[src/sgbs_pkg.sv]
// Shared types and constants for the switch gate burst sequencer.
// No dependencies; every other file refers to it by scoped names.
package sgbs_pkg;

  localparam int unsigned PERIOD_TICKS_DEF = 1200;

  localparam int unsigned CYC_W   = 8;
  localparam int unsigned PHASE_W = 4;
  localparam int unsigned CNT_W   = 11;
  localparam int unsigned CMP_W   = 7;
  localparam int unsigned CFG_IDX_W = 1;

  // register indexes of the configuration port
  localparam logic [CFG_IDX_W-1:0] CFG_IDX_CYCLE   = 1'd0;
  localparam logic [CFG_IDX_W-1:0] CFG_IDX_VARIANT = 1'd1;

  // phase codes, full variant
  localparam logic [PHASE_W-1:0] PH_IDLE       = 4'd0;
  localparam logic [PHASE_W-1:0] PH_START      = 4'd1;
  localparam logic [PHASE_W-1:0] PH_LEAD       = 4'd2;
  localparam logic [PHASE_W-1:0] PH_ON         = 4'd3;
  localparam logic [PHASE_W-1:0] PH_OFF1       = 4'd4;
  localparam logic [PHASE_W-1:0] PH_OFF2       = 4'd5;
  localparam logic [PHASE_W-1:0] PH_FULL_ON    = 4'd7;
  localparam logic [PHASE_W-1:0] PH_FULL_LEAD  = 4'd8;
  localparam logic [PHASE_W-1:0] PH_FULL_HOLD  = 4'd9;
  localparam logic [PHASE_W-1:0] PH_FULL_OFF   = 4'd10;
  // phase codes, simple variant
  localparam logic [PHASE_W-1:0] PH_SIMPLE_ON  = 4'd2;
  localparam logic [PHASE_W-1:0] PH_SIMPLE_OFF = 4'd3;

  localparam logic [CNT_W-1:0] LEAD_TICKS = 11'd100;
  localparam logic [CNT_W-1:0] CLIP_LOW   = 11'd100;
  localparam logic [CNT_W-1:0] OFF_GUARD1 = 11'd100;
  localparam logic [CNT_W-1:0] OFF_GUARD2 = 11'd10;
  localparam logic [CNT_W-1:0] MIN_ON     = 11'd4;
  localparam logic [CNT_W-1:0] CNT_MAX    = 11'd2047;
  localparam logic [CMP_W-1:0] CMP_ON     = 7'd100;
  localparam logic [CMP_W-1:0] CMP_OFF    = 7'd0;

  typedef struct packed {
    logic               mode;
    logic [PHASE_W-1:0] phase_request;
    logic               work_active;
  } item_t;

  typedef struct packed {
    logic             variant;
    logic [CNT_W-1:0] on_ticks;
    logic [CNT_W-1:0] off_ticks;
  } timing_t;

  typedef struct packed {
    logic               open_drive;
    logic               pulse_drive;
    logic [CMP_W-1:0]   pwm_compare;
    logic [PHASE_W-1:0] phase_now;
  } result_t;

endpackage

[src/sgbs_if.sv]
// Channel interfaces: input words, result words and configuration writes.
// Depends on sgbs_pkg for field widths.
interface sgbs_in_if;
  logic                        valid;
  logic                        ready;
  logic                        mode;
  logic [sgbs_pkg::PHASE_W-1:0] phase_request;
  logic                        work_active;
  modport source (output valid, output mode, output phase_request, output work_active,
                  input ready);
  modport sink (input valid, input mode, input phase_request, input work_active,
                output ready);
endinterface

interface sgbs_out_if;
  logic                        valid;
  logic                        ready;
  logic                        open_drive;
  logic                        pulse_drive;
  logic [sgbs_pkg::CMP_W-1:0]   pwm_compare;
  logic [sgbs_pkg::PHASE_W-1:0] phase_now;
  modport source (output valid, output open_drive, output pulse_drive, output pwm_compare,
                  output phase_now, input ready);
  modport sink (input valid, input open_drive, input pulse_drive, input pwm_compare,
                input phase_now, output ready);
endinterface

interface sgbs_cfg_if;
  logic                          valid;
  logic                          ready;
  logic [sgbs_pkg::CFG_IDX_W-1:0] idx;
  logic [sgbs_pkg::CYC_W-1:0]     data;
  modport source (output valid, output idx, output data, input ready);
  modport sink (input valid, input idx, input data, output ready);
endinterface

[src/sgbs_cfg.sv]
// Configuration registers and on/off tick derivation.
// Depends on sgbs_pkg and sgbs_cfg_if.
module sgbs_cfg #(
  parameter int unsigned PERIOD_TICKS = sgbs_pkg::PERIOD_TICKS_DEF
) (
  input  logic              clk,
  input  logic              rst_n,
  sgbs_cfg_if.sink          cfg_ch,
  output sgbs_pkg::timing_t timing
);

  localparam logic [sgbs_pkg::CNT_W-1:0] PERIOD_V = sgbs_pkg::CNT_W'(PERIOD_TICKS);
  localparam logic [sgbs_pkg::CNT_W-1:0] CLIP_HIGH = sgbs_pkg::CNT_W'(PERIOD_TICKS - 100);

  logic [sgbs_pkg::CYC_W-1:0] cycle_r;
  logic                       variant_r;
  logic [sgbs_pkg::CNT_W-1:0] raw_ticks;
  logic [sgbs_pkg::CNT_W-1:0] on_ticks;

  assign cfg_ch.ready = 1'b1;

  always_ff @(posedge clk) begin
    if (!rst_n) begin
      cycle_r   <= '0;
      variant_r <= 1'b1;
    end else if (cfg_ch.valid) begin
      case (cfg_ch.idx)
        sgbs_pkg::CFG_IDX_CYCLE:   cycle_r   <= cfg_ch.data;
        sgbs_pkg::CFG_IDX_VARIANT: variant_r <= cfg_ch.data[0];
        default: ;
      endcase
    end
  end

  // six times the cycle value as 4x + 2x
  assign raw_ticks = {1'b0, cycle_r, 2'b00} + {2'b00, cycle_r, 1'b0};

  always_comb begin
    if (raw_ticks < sgbs_pkg::CLIP_LOW) begin
      on_ticks = '0;
    end else if (raw_ticks > CLIP_HIGH) begin
      on_ticks = PERIOD_V;
    end else begin
      on_ticks = raw_ticks;
    end
  end

  assign timing.variant   = variant_r;
  assign timing.on_ticks  = on_ticks;
  assign timing.off_ticks = PERIOD_V - on_ticks;

endmodule

[src/sgbs_core.sv]
// Phase, tick counter and line level state with the per-word update logic.
// Depends on sgbs_pkg.
module sgbs_core #(
  parameter int unsigned PERIOD_TICKS = sgbs_pkg::PERIOD_TICKS_DEF
) (
  input  logic              clk,
  input  logic              rst_n,
  input  logic              fire,
  input  sgbs_pkg::item_t   item,
  input  sgbs_pkg::timing_t timing,
  output sgbs_pkg::result_t res_nxt
);

  localparam logic [sgbs_pkg::CNT_W-1:0] FULL_GUARD = sgbs_pkg::CNT_W'(PERIOD_TICKS - 10);

  logic [sgbs_pkg::PHASE_W-1:0] phase_r, phase_nxt;
  logic [sgbs_pkg::CNT_W-1:0]   cnt_r, cnt_nxt;
  logic                         open_r, open_nxt;
  logic                         pulse_r, pulse_nxt;
  logic [sgbs_pkg::CMP_W-1:0]   cmp_r, cmp_nxt;

  logic [sgbs_pkg::CNT_W-1:0] cnt_inc;
  logic                       off_done;

  assign cnt_inc = (cnt_r < sgbs_pkg::CNT_MAX) ? cnt_r + 1'b1 : cnt_r;

  always_comb begin
    logic [sgbs_pkg::CNT_W-1:0] c;
    phase_nxt = phase_r;
    cnt_nxt   = cnt_r;
    open_nxt  = open_r;
    pulse_nxt = pulse_r;
    cmp_nxt   = cmp_r;
    c         = cnt_r;
    off_done  = 1'b0;
    if (item.mode) begin
      phase_nxt = item.phase_request;
    end else if (timing.variant) begin
      case (phase_r)
        sgbs_pkg::PH_IDLE: phase_nxt = sgbs_pkg::PH_LEAD;
        sgbs_pkg::PH_START: begin
          phase_nxt = sgbs_pkg::PH_LEAD;
          cnt_nxt   = '0;
        end
        sgbs_pkg::PH_LEAD, sgbs_pkg::PH_FULL_LEAD: begin
          cnt_nxt = cnt_inc;
          if (cnt_inc >= sgbs_pkg::LEAD_TICKS) begin
            phase_nxt = (phase_r == sgbs_pkg::PH_LEAD) ? sgbs_pkg::PH_ON
                                                       : sgbs_pkg::PH_FULL_HOLD;
            cnt_nxt   = '0;
            pulse_nxt = 1'b1;
          end
        end
        sgbs_pkg::PH_ON: begin
          c       = (timing.on_ticks < FULL_GUARD) ? cnt_inc : cnt_r;
          cnt_nxt = c;
          if (c >= timing.on_ticks) begin
            phase_nxt = sgbs_pkg::PH_OFF1;
            cnt_nxt   = '0;
            open_nxt  = 1'b0;
          end
        end
        sgbs_pkg::PH_OFF1: begin
          c        = (timing.off_ticks > sgbs_pkg::OFF_GUARD1) ? cnt_inc : cnt_r;
          cnt_nxt  = c;
          off_done = (c >= timing.off_ticks) && item.work_active
                     && (timing.on_ticks > sgbs_pkg::MIN_ON);
          if (off_done) begin
            phase_nxt = sgbs_pkg::PH_OFF2;
            cnt_nxt   = '0;
            open_nxt  = 1'b1;
            cmp_nxt   = sgbs_pkg::CMP_ON;
          end
        end
        sgbs_pkg::PH_OFF2: begin
          c        = (timing.off_ticks > sgbs_pkg::OFF_GUARD2) ? cnt_inc : cnt_r;
          cnt_nxt  = c;
          off_done = (c >= timing.off_ticks) && item.work_active
                     && (timing.on_ticks > sgbs_pkg::MIN_ON);
          if (off_done) begin
            phase_nxt = sgbs_pkg::PH_LEAD;
            cnt_nxt   = '0;
            pulse_nxt = 1'b0;
          end
        end
        sgbs_pkg::PH_FULL_ON: begin
          if (item.work_active) begin
            phase_nxt = sgbs_pkg::PH_FULL_LEAD;
            cnt_nxt   = '0;
            pulse_nxt = 1'b0;
            open_nxt  = 1'b1;
            cmp_nxt   = sgbs_pkg::CMP_ON;
          end
        end
        sgbs_pkg::PH_FULL_OFF: begin
          phase_nxt = sgbs_pkg::PH_FULL_HOLD;
          cnt_nxt   = '0;
          open_nxt  = 1'b0;
        end
        default: ;  // hold on phases without meaning here
      endcase
    end else begin
      case (phase_r)
        sgbs_pkg::PH_IDLE: phase_nxt = sgbs_pkg::PH_SIMPLE_ON;
        sgbs_pkg::PH_START: begin
          phase_nxt = sgbs_pkg::PH_SIMPLE_ON;
          cnt_nxt   = '0;
        end
        sgbs_pkg::PH_SIMPLE_ON: begin
          cnt_nxt = cnt_inc;
          if (cnt_inc >= timing.on_ticks) begin
            phase_nxt = sgbs_pkg::PH_SIMPLE_OFF;
            cnt_nxt   = '0;
            cmp_nxt   = sgbs_pkg::CMP_OFF;
          end
        end
        sgbs_pkg::PH_SIMPLE_OFF: begin
          cnt_nxt  = cnt_inc;
          off_done = (cnt_inc >= timing.off_ticks) && item.work_active
                     && (timing.on_ticks > sgbs_pkg::MIN_ON);
          if (off_done) begin
            phase_nxt = sgbs_pkg::PH_SIMPLE_ON;
            cnt_nxt   = '0;
            cmp_nxt   = sgbs_pkg::CMP_ON;
          end
        end
        default: ;
      endcase
    end
  end

  always_ff @(posedge clk) begin
    if (!rst_n) begin
      phase_r <= sgbs_pkg::PH_IDLE;
      cnt_r   <= '0;
      open_r  <= 1'b0;
      pulse_r <= 1'b0;
      cmp_r   <= sgbs_pkg::CMP_OFF;
    end else if (fire) begin
      phase_r <= phase_nxt;
      cnt_r   <= cnt_nxt;
      open_r  <= open_nxt;
      pulse_r <= pulse_nxt;
      cmp_r   <= cmp_nxt;
    end
  end

  assign res_nxt.open_drive  = open_nxt;
  assign res_nxt.pulse_drive = pulse_nxt;
  assign res_nxt.pwm_compare = cmp_nxt;
  assign res_nxt.phase_now   = phase_nxt;

`ifndef NO_ASSERTIONS
  a_cmd_sets_phase: assert property (@(posedge clk) disable iff (!rst_n)
    fire && item.mode |=> phase_r == $past(item.phase_request))
    else $error("command word did not set the phase");

  a_cmd_keeps_count: assert property (@(posedge clk) disable iff (!rst_n)
    fire && item.mode |=> $stable(cnt_r) && $stable(open_r) && $stable(pulse_r))
    else $error("command word changed counter or line levels");

  a_start_clears: assert property (@(posedge clk) disable iff (!rst_n)
    fire && !item.mode && phase_r == sgbs_pkg::PH_START |=>
      cnt_r == '0 && phase_r == sgbs_pkg::PH_LEAD)
    else $error("start tick did not clear the counter");

  a_cmp_levels: assert property (@(posedge clk) disable iff (!rst_n)
    cmp_r == sgbs_pkg::CMP_OFF || cmp_r == sgbs_pkg::CMP_ON)
    else $error("compare value is neither off nor on");

  a_idle_state_holds: assert property (@(posedge clk) disable iff (!rst_n)
    !fire |=> $stable(phase_r) && $stable(cnt_r) && $stable(cmp_r))
    else $error("state changed without a word");
`endif

endmodule

[src/switch_gate_burst_sequencer.sv]
// Top level of the switch gate burst sequencer: input register, result register
// and handshake. Depends on sgbs_pkg, sgbs_if, sgbs_cfg and sgbs_core.
//
//  channel | direction | payload                                          | accepted when
//  in_ch   | in        | mode, phase_request, work_active                 | valid && ready
//  out_ch  | out       | open_drive, pulse_drive, pwm_compare, phase_now  | valid && ready
//  cfg_ch  | in        | idx (0 cycle_setting, 1 sequence_variant), data  | valid && ready
//
// One word per cycle sustained while out_ch is ready; a taken word passes the input
// register, then the phase update into the result register.
// cfg_ch.ready is always high; a write takes effect on the next cycle.
// Reset (rst_n low, synchronous) empties both registers and returns phase, counter
// and line levels to zero, cycle_setting to 0 and sequence_variant to 1.
// A stalled out_ch holds its result; in_ch still takes one more word into the
// input register, then ready drops until the result is taken.
module switch_gate_burst_sequencer #(
  parameter int unsigned PERIOD_TICKS = sgbs_pkg::PERIOD_TICKS_DEF
) (
  input logic        clk,
  input logic        rst_n,
  sgbs_in_if.sink    in_ch,
  sgbs_out_if.source out_ch,
  sgbs_cfg_if.sink   cfg_ch
);

  logic              s1_valid_r;
  sgbs_pkg::item_t   s1_item_r;
  logic              out_valid_r;
  sgbs_pkg::result_t out_res_r;

  logic              out_free;
  logic              s1_fire;
  sgbs_pkg::timing_t timing;
  sgbs_pkg::result_t res_nxt;

  assign out_free    = !out_valid_r || out_ch.ready;
  assign s1_fire     = s1_valid_r && out_free;
  assign in_ch.ready = !s1_valid_r || out_free;

  sgbs_cfg #(.PERIOD_TICKS(PERIOD_TICKS)) u_cfg (
    .clk    (clk),
    .rst_n  (rst_n),
    .cfg_ch (cfg_ch),
    .timing (timing)
  );

  sgbs_core #(.PERIOD_TICKS(PERIOD_TICKS)) u_core (
    .clk     (clk),
    .rst_n   (rst_n),
    .fire    (s1_fire),
    .item    (s1_item_r),
    .timing  (timing),
    .res_nxt (res_nxt)
  );

  always_ff @(posedge clk) begin
    if (!rst_n) begin
      s1_valid_r  <= 1'b0;
      out_valid_r <= 1'b0;
    end else begin
      if (in_ch.ready) begin
        s1_valid_r <= in_ch.valid;
      end
      if (out_free) begin
        out_valid_r <= s1_valid_r;
      end
    end
  end

  // payload registers: load on advance, hold otherwise
  always_ff @(posedge clk) begin
    if (in_ch.valid && in_ch.ready) begin
      s1_item_r.mode          <= in_ch.mode;
      s1_item_r.phase_request <= in_ch.phase_request;
      s1_item_r.work_active   <= in_ch.work_active;
    end
    if (s1_fire) begin
      out_res_r <= res_nxt;
    end
  end

  assign out_ch.valid       = out_valid_r;
  assign out_ch.open_drive  = out_res_r.open_drive;
  assign out_ch.pulse_drive = out_res_r.pulse_drive;
  assign out_ch.pwm_compare = out_res_r.pwm_compare;
  assign out_ch.phase_now   = out_res_r.phase_now;

`ifndef NO_ASSERTIONS
  a_no_overrun: assert property (@(posedge clk) disable iff (!rst_n)
    out_valid_r && !out_ch.ready && s1_valid_r |=> s1_valid_r && $stable(s1_item_r))
    else $error("input register overwritten while the result stalls");

  a_fire_fills_out: assert property (@(posedge clk) disable iff (!rst_n)
    s1_fire |=> out_valid_r)
    else $error("processed word did not reach the result register");

  a_ready_when_empty: assert property (@(posedge clk) disable iff (!rst_n)
    !s1_valid_r |-> in_ch.ready)
    else $error("input refused while the input register is empty");
`endif

endmodule
[src/flat_wrapper.sv]
// flat-port wrapper written by rule: the top's interface ports become plain ports
module switch_gate_burst_sequencer_flat 
#(
  parameter int unsigned PERIOD_TICKS = sgbs_pkg::PERIOD_TICKS_DEF
)
  (clk, rst_n, in_ch_valid, in_ch_mode, in_ch_phase_request, in_ch_work_active, in_ch_ready, out_ch_valid, out_ch_open_drive, out_ch_pulse_drive, out_ch_pwm_compare, out_ch_phase_now, out_ch_ready, cfg_ch_valid, cfg_ch_idx, cfg_ch_data, cfg_ch_ready);
  sgbs_in_if in_ch_i ();
  sgbs_out_if out_ch_i ();
  sgbs_cfg_if cfg_ch_i ();
  input logic clk;
  input logic rst_n;
  input wire logic [$bits(in_ch_i.valid)-1:0] in_ch_valid;
  input wire logic [$bits(in_ch_i.mode)-1:0] in_ch_mode;
  input wire logic [$bits(in_ch_i.phase_request)-1:0] in_ch_phase_request;
  input wire logic [$bits(in_ch_i.work_active)-1:0] in_ch_work_active;
  output wire logic [$bits(in_ch_i.ready)-1:0] in_ch_ready;
  output wire logic [$bits(out_ch_i.valid)-1:0] out_ch_valid;
  output wire logic [$bits(out_ch_i.open_drive)-1:0] out_ch_open_drive;
  output wire logic [$bits(out_ch_i.pulse_drive)-1:0] out_ch_pulse_drive;
  output wire logic [$bits(out_ch_i.pwm_compare)-1:0] out_ch_pwm_compare;
  output wire logic [$bits(out_ch_i.phase_now)-1:0] out_ch_phase_now;
  input wire logic [$bits(out_ch_i.ready)-1:0] out_ch_ready;
  input wire logic [$bits(cfg_ch_i.valid)-1:0] cfg_ch_valid;
  input wire logic [$bits(cfg_ch_i.idx)-1:0] cfg_ch_idx;
  input wire logic [$bits(cfg_ch_i.data)-1:0] cfg_ch_data;
  output wire logic [$bits(cfg_ch_i.ready)-1:0] cfg_ch_ready;
  assign in_ch_i.valid = in_ch_valid;
  assign in_ch_i.mode = in_ch_mode;
  assign in_ch_i.phase_request = in_ch_phase_request;
  assign in_ch_i.work_active = in_ch_work_active;
  assign in_ch_ready = in_ch_i.ready;
  assign out_ch_valid = out_ch_i.valid;
  assign out_ch_open_drive = out_ch_i.open_drive;
  assign out_ch_pulse_drive = out_ch_i.pulse_drive;
  assign out_ch_pwm_compare = out_ch_i.pwm_compare;
  assign out_ch_phase_now = out_ch_i.phase_now;
  assign out_ch_i.ready = out_ch_ready;
  assign cfg_ch_i.valid = cfg_ch_valid;
  assign cfg_ch_i.idx = cfg_ch_idx;
  assign cfg_ch_i.data = cfg_ch_data;
  assign cfg_ch_ready = cfg_ch_i.ready;
  switch_gate_burst_sequencer #(.PERIOD_TICKS(PERIOD_TICKS)) u_core (.clk(clk), .rst_n(rst_n), .in_ch(in_ch_i), .out_ch(out_ch_i), .cfg_ch(cfg_ch_i));
endmodule
[config.mk]
export PLATFORM = sky130hd
export DESIGN_NAME = switch_gate_burst_sequencer_flat
export DESIGN_NICKNAME = d
export VERILOG_FILES = /design/src/sgbs_pkg.sv /design/src/sgbs_if.sv /design/src/sgbs_cfg.sv /design/src/sgbs_core.sv /design/src/switch_gate_burst_sequencer.sv /design/src/flat_wrapper.sv
export SDC_FILE = /design/constraint.sdc
export NUM_CORES = 1
export LEC_CHECK = 0
export ABC_AREA = 1
export BUFFER_PORTS_ARGS = -buffer_cell sky130_fd_sc_hd__buf_2
export CORE_MARGIN = 4
export CORE_UTILIZATION = 57
export DETAILED_ROUTE_END_ITERATION = 7
export GPL_TIMING_DRIVEN = 0
export PLACE_DENSITY_LB_ADDON = 0.12
export SYNTH_ARGS = -nofsm -noshare
export SYNTH_HDL_FRONTEND = slang
export SYNTH_SLANG_ARGS = --single-unit
[constraint.sdc]
create_clock -name clk -period 12.03 [get_ports clk]
set_input_delay 1.203 -clock clk [delete_from_list [all_inputs] [get_ports clk]]
set_output_delay 1.203 -clock clk [all_outputs]
set_load 0.03 [all_outputs]
Word-level counts from Yosys, hierarchy flattened. Index checks and enable logic that the tools add are counted.

Register bits: 54. Bits in latches: 0. Bits in writable memories: 0. Memory bits (read-only): 0. Bits of input ports: 20. Output and inout port bits: 16. Word-level logic and storage cells: 112. Memories: 0.

Add/subtract/negate cells: 3. Multipliers: 0. Divide/modulo/power cells: 0. Magnitude comparators: 13. Equality and inequality tests: 10. Shifts and indexed selects: 0. Multiplexer cells: 48. Bitwise operators: 2. Reductions and logical operators: 20.

Operators by type and width (number): 2-to-1 mux 11 bit (14); one-hot mux 11 bit (6 select lines) (1); >= comparator 11 bit (5); 2-to-1 mux 7 bit (6); 2-to-1 mux 4 bit (10); one-hot mux 11 bit (3 select lines) (1); one-hot mux 4 bit (7 select lines) (1); one-hot mux 7 bit (2 select lines) (2); < comparator 11 bit (second input constant) (2); equality test 4 x 3 -> 1 bit (second input constant) (3); one-hot mux 4 bit (3 select lines) (1); adder 10 x 9 -> 11 bit (1); adder 11 x 1 -> 11 bit (second input constant) (1); >= comparator 11 x 7 -> 1 bit (second input constant) (1); > comparator 11 bit (second input constant) (1); > comparator 11 x 3 -> 1 bit (second input constant) (1); > comparator 11 x 4 -> 1 bit (second input constant) (1); > comparator 11 x 7 -> 1 bit (second input constant) (1); < comparator 11 x 7 -> 1 bit (second input constant) (1); subtractor 11 bit (first input constant) (1); 2-to-1 mux 1 bit (10); equality test 4 x 2 -> 1 bit (second input constant) (2); equality test 4 bit (second input constant) (2); logical AND 1 bit (8); 13 further kinds (19).

Longest topological paths before layout.
Depth after elaboration: 14. Gate-level depth with buffers: 43. Mapped depth without buffers: 43.

By module. A second synthesis with hierarchy kept.

Cells, all modules: 923. Area, all modules: 6029.5 um^2.

By module, submodules not included: sgbs_core (times used 1, cells each 704, area an instance 4229.1 um^2); sgbs_cfg (times used 1, cells each 187, area an instance 1134.8 um^2); switch_gate_burst_sequencer (times used 1, cells each 32, area an instance 665.6 um^2).

Worst setup path before layout. No wires, ideal clock.

Kind: reg-to-reg. From: register u_core.u_cfg.cycle_r[0] in the netlist's numbering. To: register u_core.out_res_r, in the netlist u_core.out_ch.pwm_compare[0], data pin. Library setup time: 0.138 ns. Arrival time: 4.672 ns. Data required time: 11.892 ns. Setup slack: 7.220 ns. Cell stages (with the launch flop): 40. Period minus slack after synthesis: 4.810 ns. Path through: dfxtp_1 -> ha_1 -> fa_1 -> nand2_1 -> nand2_1 -> nand3_2 -> nand2_1 -> nand2_1 -> nand2_1 -> nor2_2 -> nand2_4 -> nand3_2 -> ha_1 -> nand2_1 -> nand2_1 -> nand2_1 -> nand2_1 -> nand2_1 -> [4 not listed] -> buf_6 -> clkbuf_1 -> nand2_1 -> o21ai_0 -> ha_1 -> nand2_1 -> inv_1 -> a221oi_1 -> nand2_1 -> nand2_1 -> nand2_1 -> nand2_1 -> nand2_2 -> nand2_2 -> nand2_1 -> a32oi_2 -> inv_2 -> nor2_1.

RTL lines: start, declared (line sgbs_cfg.sv:15) `logic [sgbs_pkg::CYC_W-1:0] cycle_r;`; start signal, assigned (line sgbs_cfg.sv:28) `sgbs_pkg::CFG_IDX_CYCLE: cycle_r <= cfg_ch.data;`; end signal, assigned (line switch_gate_burst_sequencer.sv:78) `out_res_r <= res_nxt;`; end, declared (line switch_gate_burst_sequencer.sv:29) `sgbs_pkg::result_t out_res_r;`.

==> impl_results.md <==
* Result of the run: finished, final reports clean
* Post-Route WL at 16250 microns
* # H-tree levels at 2
* Library cell occupying the most area in the post-synthesis netlist: sky130_fd_sc_hd__nand2_1
* Maximum fanout count along the critical path at 10
* Final-report max-slew violation count at 0
* Std-Cell Core Area at 9371 sq um
* Async SR Flop Fraction at 0%
* Top_reg_cell synth: sky130_fd_sc_hd__dfxtp_1
* Number of cells upsized or downsized after cts at 0
* Slowest stage delay, CP at 0.43 ns
* Height of the die at 106.7 microns
* Worst-margin pin slew at 0.7553 ns
* Vias in the first global route at 5982
* Post-CTS clock slew at the launch and capture registers of the worst setup and hold paths at 0.11 ns
* Worst Setup Path Type: register to register
* Number of sinks driven by the clock tree at 54
* Post-CTS setup repair buffer count at 0
* Total clock buffers created by CTS at 5
* Detailed-route via count at 6018
* Share of the synthesized area in compound gates (AO/OA/AOI/OAI) at 16.51%
* Class of the most critical hold timing path: register to register
* Leakage Power at 2.884 nW
* Element type at the critical path end: register
* Synth Cell Area at 5554 sq um
* Final net count at 983
* Die extent in x at 106.7 microns
* Arrival time of data at the critical path endpoint at 6.21 ns
* Leading cell types by total area after synthesis: sky130_fd_sc_hd__nand2_1, sky130_fd_sc_hd__ha_1, sky130_fd_sc_hd__dfxtp_1
* Fin crit period at 6.029 ns
* Synthesis-to-finish area growth at 7.907%
* Setup TNS at 0 ns
* Placer's final routability congestion estimate at 0.9993
* # port buffers at 33
* RSZ-0062 raised after global routing: false
* Endpoints failing hold at 0
* Synthesized flop and latch total at 54
* # hold bufs at CTS at 0
* Die Outline Area at 11390 sq um
* Post-synthesis simple-gate area fraction at 35.73%
* Avg Synthesized Cell Area at 6.428 sq um
* Setup Skew at 0.007842 ns
* CTS tree: built
* Share of synthesized area spent on multiplexers at 0%
* Number of placed instances with taps included at 1026
* Post-route antenna net violation count at 0
* Cell variety after synth at 46
* Data required time at the worst endpoint at 12.21 ns
* Number of flops mapped to enable cells by yosys at 19
* Maximum number of pins on one net before global-route repair at 22
* VDD IR max at 0.00005631 V
* Adder and majority cell fraction of the synthesized area at 13.43%
* Maxcap violations at 0
* Relative slew margins at 49.47%
* Global router's overall resource usage at 29.29%
* Drc violations at 0
* Effective utilization at floorplan at 59.27%
* Proportion of netlist area held by the largest area contributor at 14.87%
* Cell with the largest stage delay on the worst path: sky130_fd_sc_hd__fa_1
* Part of the Yosys area used for sequential elements at 22.89%
* Via-per-instance ratio at 5.820
* Cell mode on critical path: sky130_fd_sc_hd__nand2_1
* Combinational family with the most area after synthesis: simple AND/OR/NAND/NOR gates
* Total power divided by cell area at 102.1 nW/um^2
* First-pass DRT Iterations at 5
* Wirelength per Cell at 15.71 microns
* Synth Instances at 864
* Xor and xnor area share after synthesis at 1.419%
* Global-route wire length before repair at 27410 microns
* Post-layout instance count excluding filler cells at 1034
* Proportion of layout cells with a drive suffix above 1 at 11.05%
* Half-perimeter wire length after placement at 13070 microns
* Clock network latency to the later pin of the worst-skew pair at 0.32 ns
* Number of core rows at 35
* Achievable frequency at 165.9 MHz
* Number of warnings reported in the yosys synthesis log at 0
* Antenna violations before repair at 0
* Initial DRC Count at 456
* Count of pins on the block boundary at 36
* Clk buf depth at 2
* Cell with the most instances after synthesis: sky130_fd_sc_hd__nand2_1
* Post-synth top cells: sky130_fd_sc_hd__nand2_1, sky130_fd_sc_hd__inv_1, sky130_fd_sc_hd__nand3_1
* Final number of setup-violating endpoints at 0
* FILL cells at 912
* Nets in the synthesized netlist at 943
* Final worst-path cycle share at 50.11%
* CP Launch Type: register
* # diodes at 0
* Clock root cell: sky130_fd_sc_hd__clkbuf_8
* Remaining Overflow, GRT at 0
## kinds of logic after synthesis
logic type      after synthesis
xor+xnor                      9
fa+ha+maj                    59
other cells                   1
compound gates              164
buf+inv                     138
simple gates                439
flops                        54
## per-stage QoR
step	instance area (sq um)	hold slack, ns	power (mW)	util, %	worst slack (ns)
4_1_cts	5993	0.4480	0.6087	63.95	6.149
3_3_place_gp	5881	0.4232	0.4769	62.75	6.335
6_report	5993	0.4457	0.6120	63.95	6.001
5_1_grt	5993	0.4672	0.6578	63.95	5.591
2_1_floorplan	5554	0.4151	0.4186	-	7.220
3_5_place_dp	5881	0.4306	0.4876	62.75	6.218
## worst max-delay path, delay by kind of cell (launching register included)
| kind | cells | cell delay, ns |
|---|---|---|
| adders and majority gates | 4 | 1.28 |
| and+or+nand+nor | 28 | 2.69 |
| buffers and inverters | 4 | 0.72 |
| DFF | 1 | 0.38 |
| AOI/OAI and AO/OA | 4 | 0.81 |
## cells in the final DEF, fill, tap and decap left out, types with 10 or more instances in the layout
cell | netlist | final
sky130_fd_sc_hd__nand2_2 | 19 | 19
sky130_fd_sc_hd__nand2_1 | 220 | 220
sky130_fd_sc_hd__dfxtp_1 | 35 | 35
sky130_fd_sc_hd__edfxtp_1 | 19 | 19
sky130_fd_sc_hd__clkbuf_1 | 18 | 18
sky130_fd_sc_hd__ha_1 | 58 | 58
sky130_fd_sc_hd__inv_1 | 103 | 103
sky130_fd_sc_hd__nand3_1 | 78 | 78
sky130_fd_sc_hd__buf_2 | 1 | 34
sky130_fd_sc_hd__a21oi_1 | 60 | 60
sky130_fd_sc_hd__a31oi_1 | 12 | 12
sky130_fd_sc_hd__o21ai_0 | 63 | 63
sky130_fd_sc_hd__nor3_1 | 14 | 14
sky130_fd_sc_hd__nor2_1 | 68 | 68
sky130_fd_sc_hd__nand4_1 | 10 | 10
## path summary, 6_finish.rpt
kind / startpoint / depth (start not counted) / end / slack, ns
worst max-delay path: u_core.u_cfg.cycle_r[0]$_SDFFE_PN0P_ / 40 / u_core.out_ch.pwm_compare[3]$_DFFE_PP_ / 6.00
worst min-delay path: u_core.u_core.cmp_r[0]$_SDFFE_PN0P_ / 2 / u_core.u_core.cmp_r[0]$_SDFFE_PN0P_ / 0.45
worst max register to register: u_core.u_cfg.cycle_r[0]$_SDFFE_PN0P_ / 40 / u_core.out_ch.pwm_compare[3]$_DFFE_PP_ / 6.00
worst min register to register: u_core.u_core.cmp_r[0]$_SDFFE_PN0P_ / 2 / u_core.u_core.cmp_r[0]$_SDFFE_PN0P_ / 0.45
## report_power, final
| part | internal (mW) | switching (mW) | leakage (nW) |
|---|---|---|---|
| Combinational | 0.0924 | 0.190 | 2.36 |
| Sequential | 0.199 | 0.00733 | 0.466 |
| Clock | 0.0552 | 0.0679 | 0.0545 |
| Total | 0.347 | 0.265 | 2.88 |
## flip-flops by register name (all words and copies together), names as in the netlist
name                       cells
u_core.out_ch.open_drive       1
u_core.out_ch.phase_now        4
u_core.out_ch.pulse_drive      1
u_core.out_ch.pwm_compare      7
u_core.out_ch.valid            1
u_core.s1_item_r               6
u_core.s1_valid_r              1
u_core.u_cfg.cycle_r           8
u_core.u_cfg.variant_r         1
u_core.u_core.cmp_r            7
u_core.u_core.cnt_r           11
u_core.u_core.open_r           1
u_core.u_core.phase_r          4
u_core.u_core.pulse_r          1
## cell type report
| class | instances | area, sq um | share of cell area, % |
|---|---|---|---|
| plain buffers | 24 | 125.1 | 2.088 |
| clock buffers | 6 | 93.84 | 1.566 |
| multi-input cells | 672 | 3730 | 62.23 |
| clock inverters | 2 | 18.77 | 0.3132 |
| inverters | 114 | 427.9 | 7.140 |
| well taps | 129 | 161.4 | 2.693 |
| repair buffers | 33 | 165.2 | 2.756 |
| flip-flops and latches | 54 | 1271 | 21.21 |
## per-layer routing
metal  up-vias  wire [microns]  GRT usage [%]
li1       2958               -              -
met1      2728            6741          35.46
met2       273            7736          50.49
met3        59            1012          3.853
met4         0             755          15.34
met5         -               0              0
No activity file was read; power rests on OpenSTA's default activity.
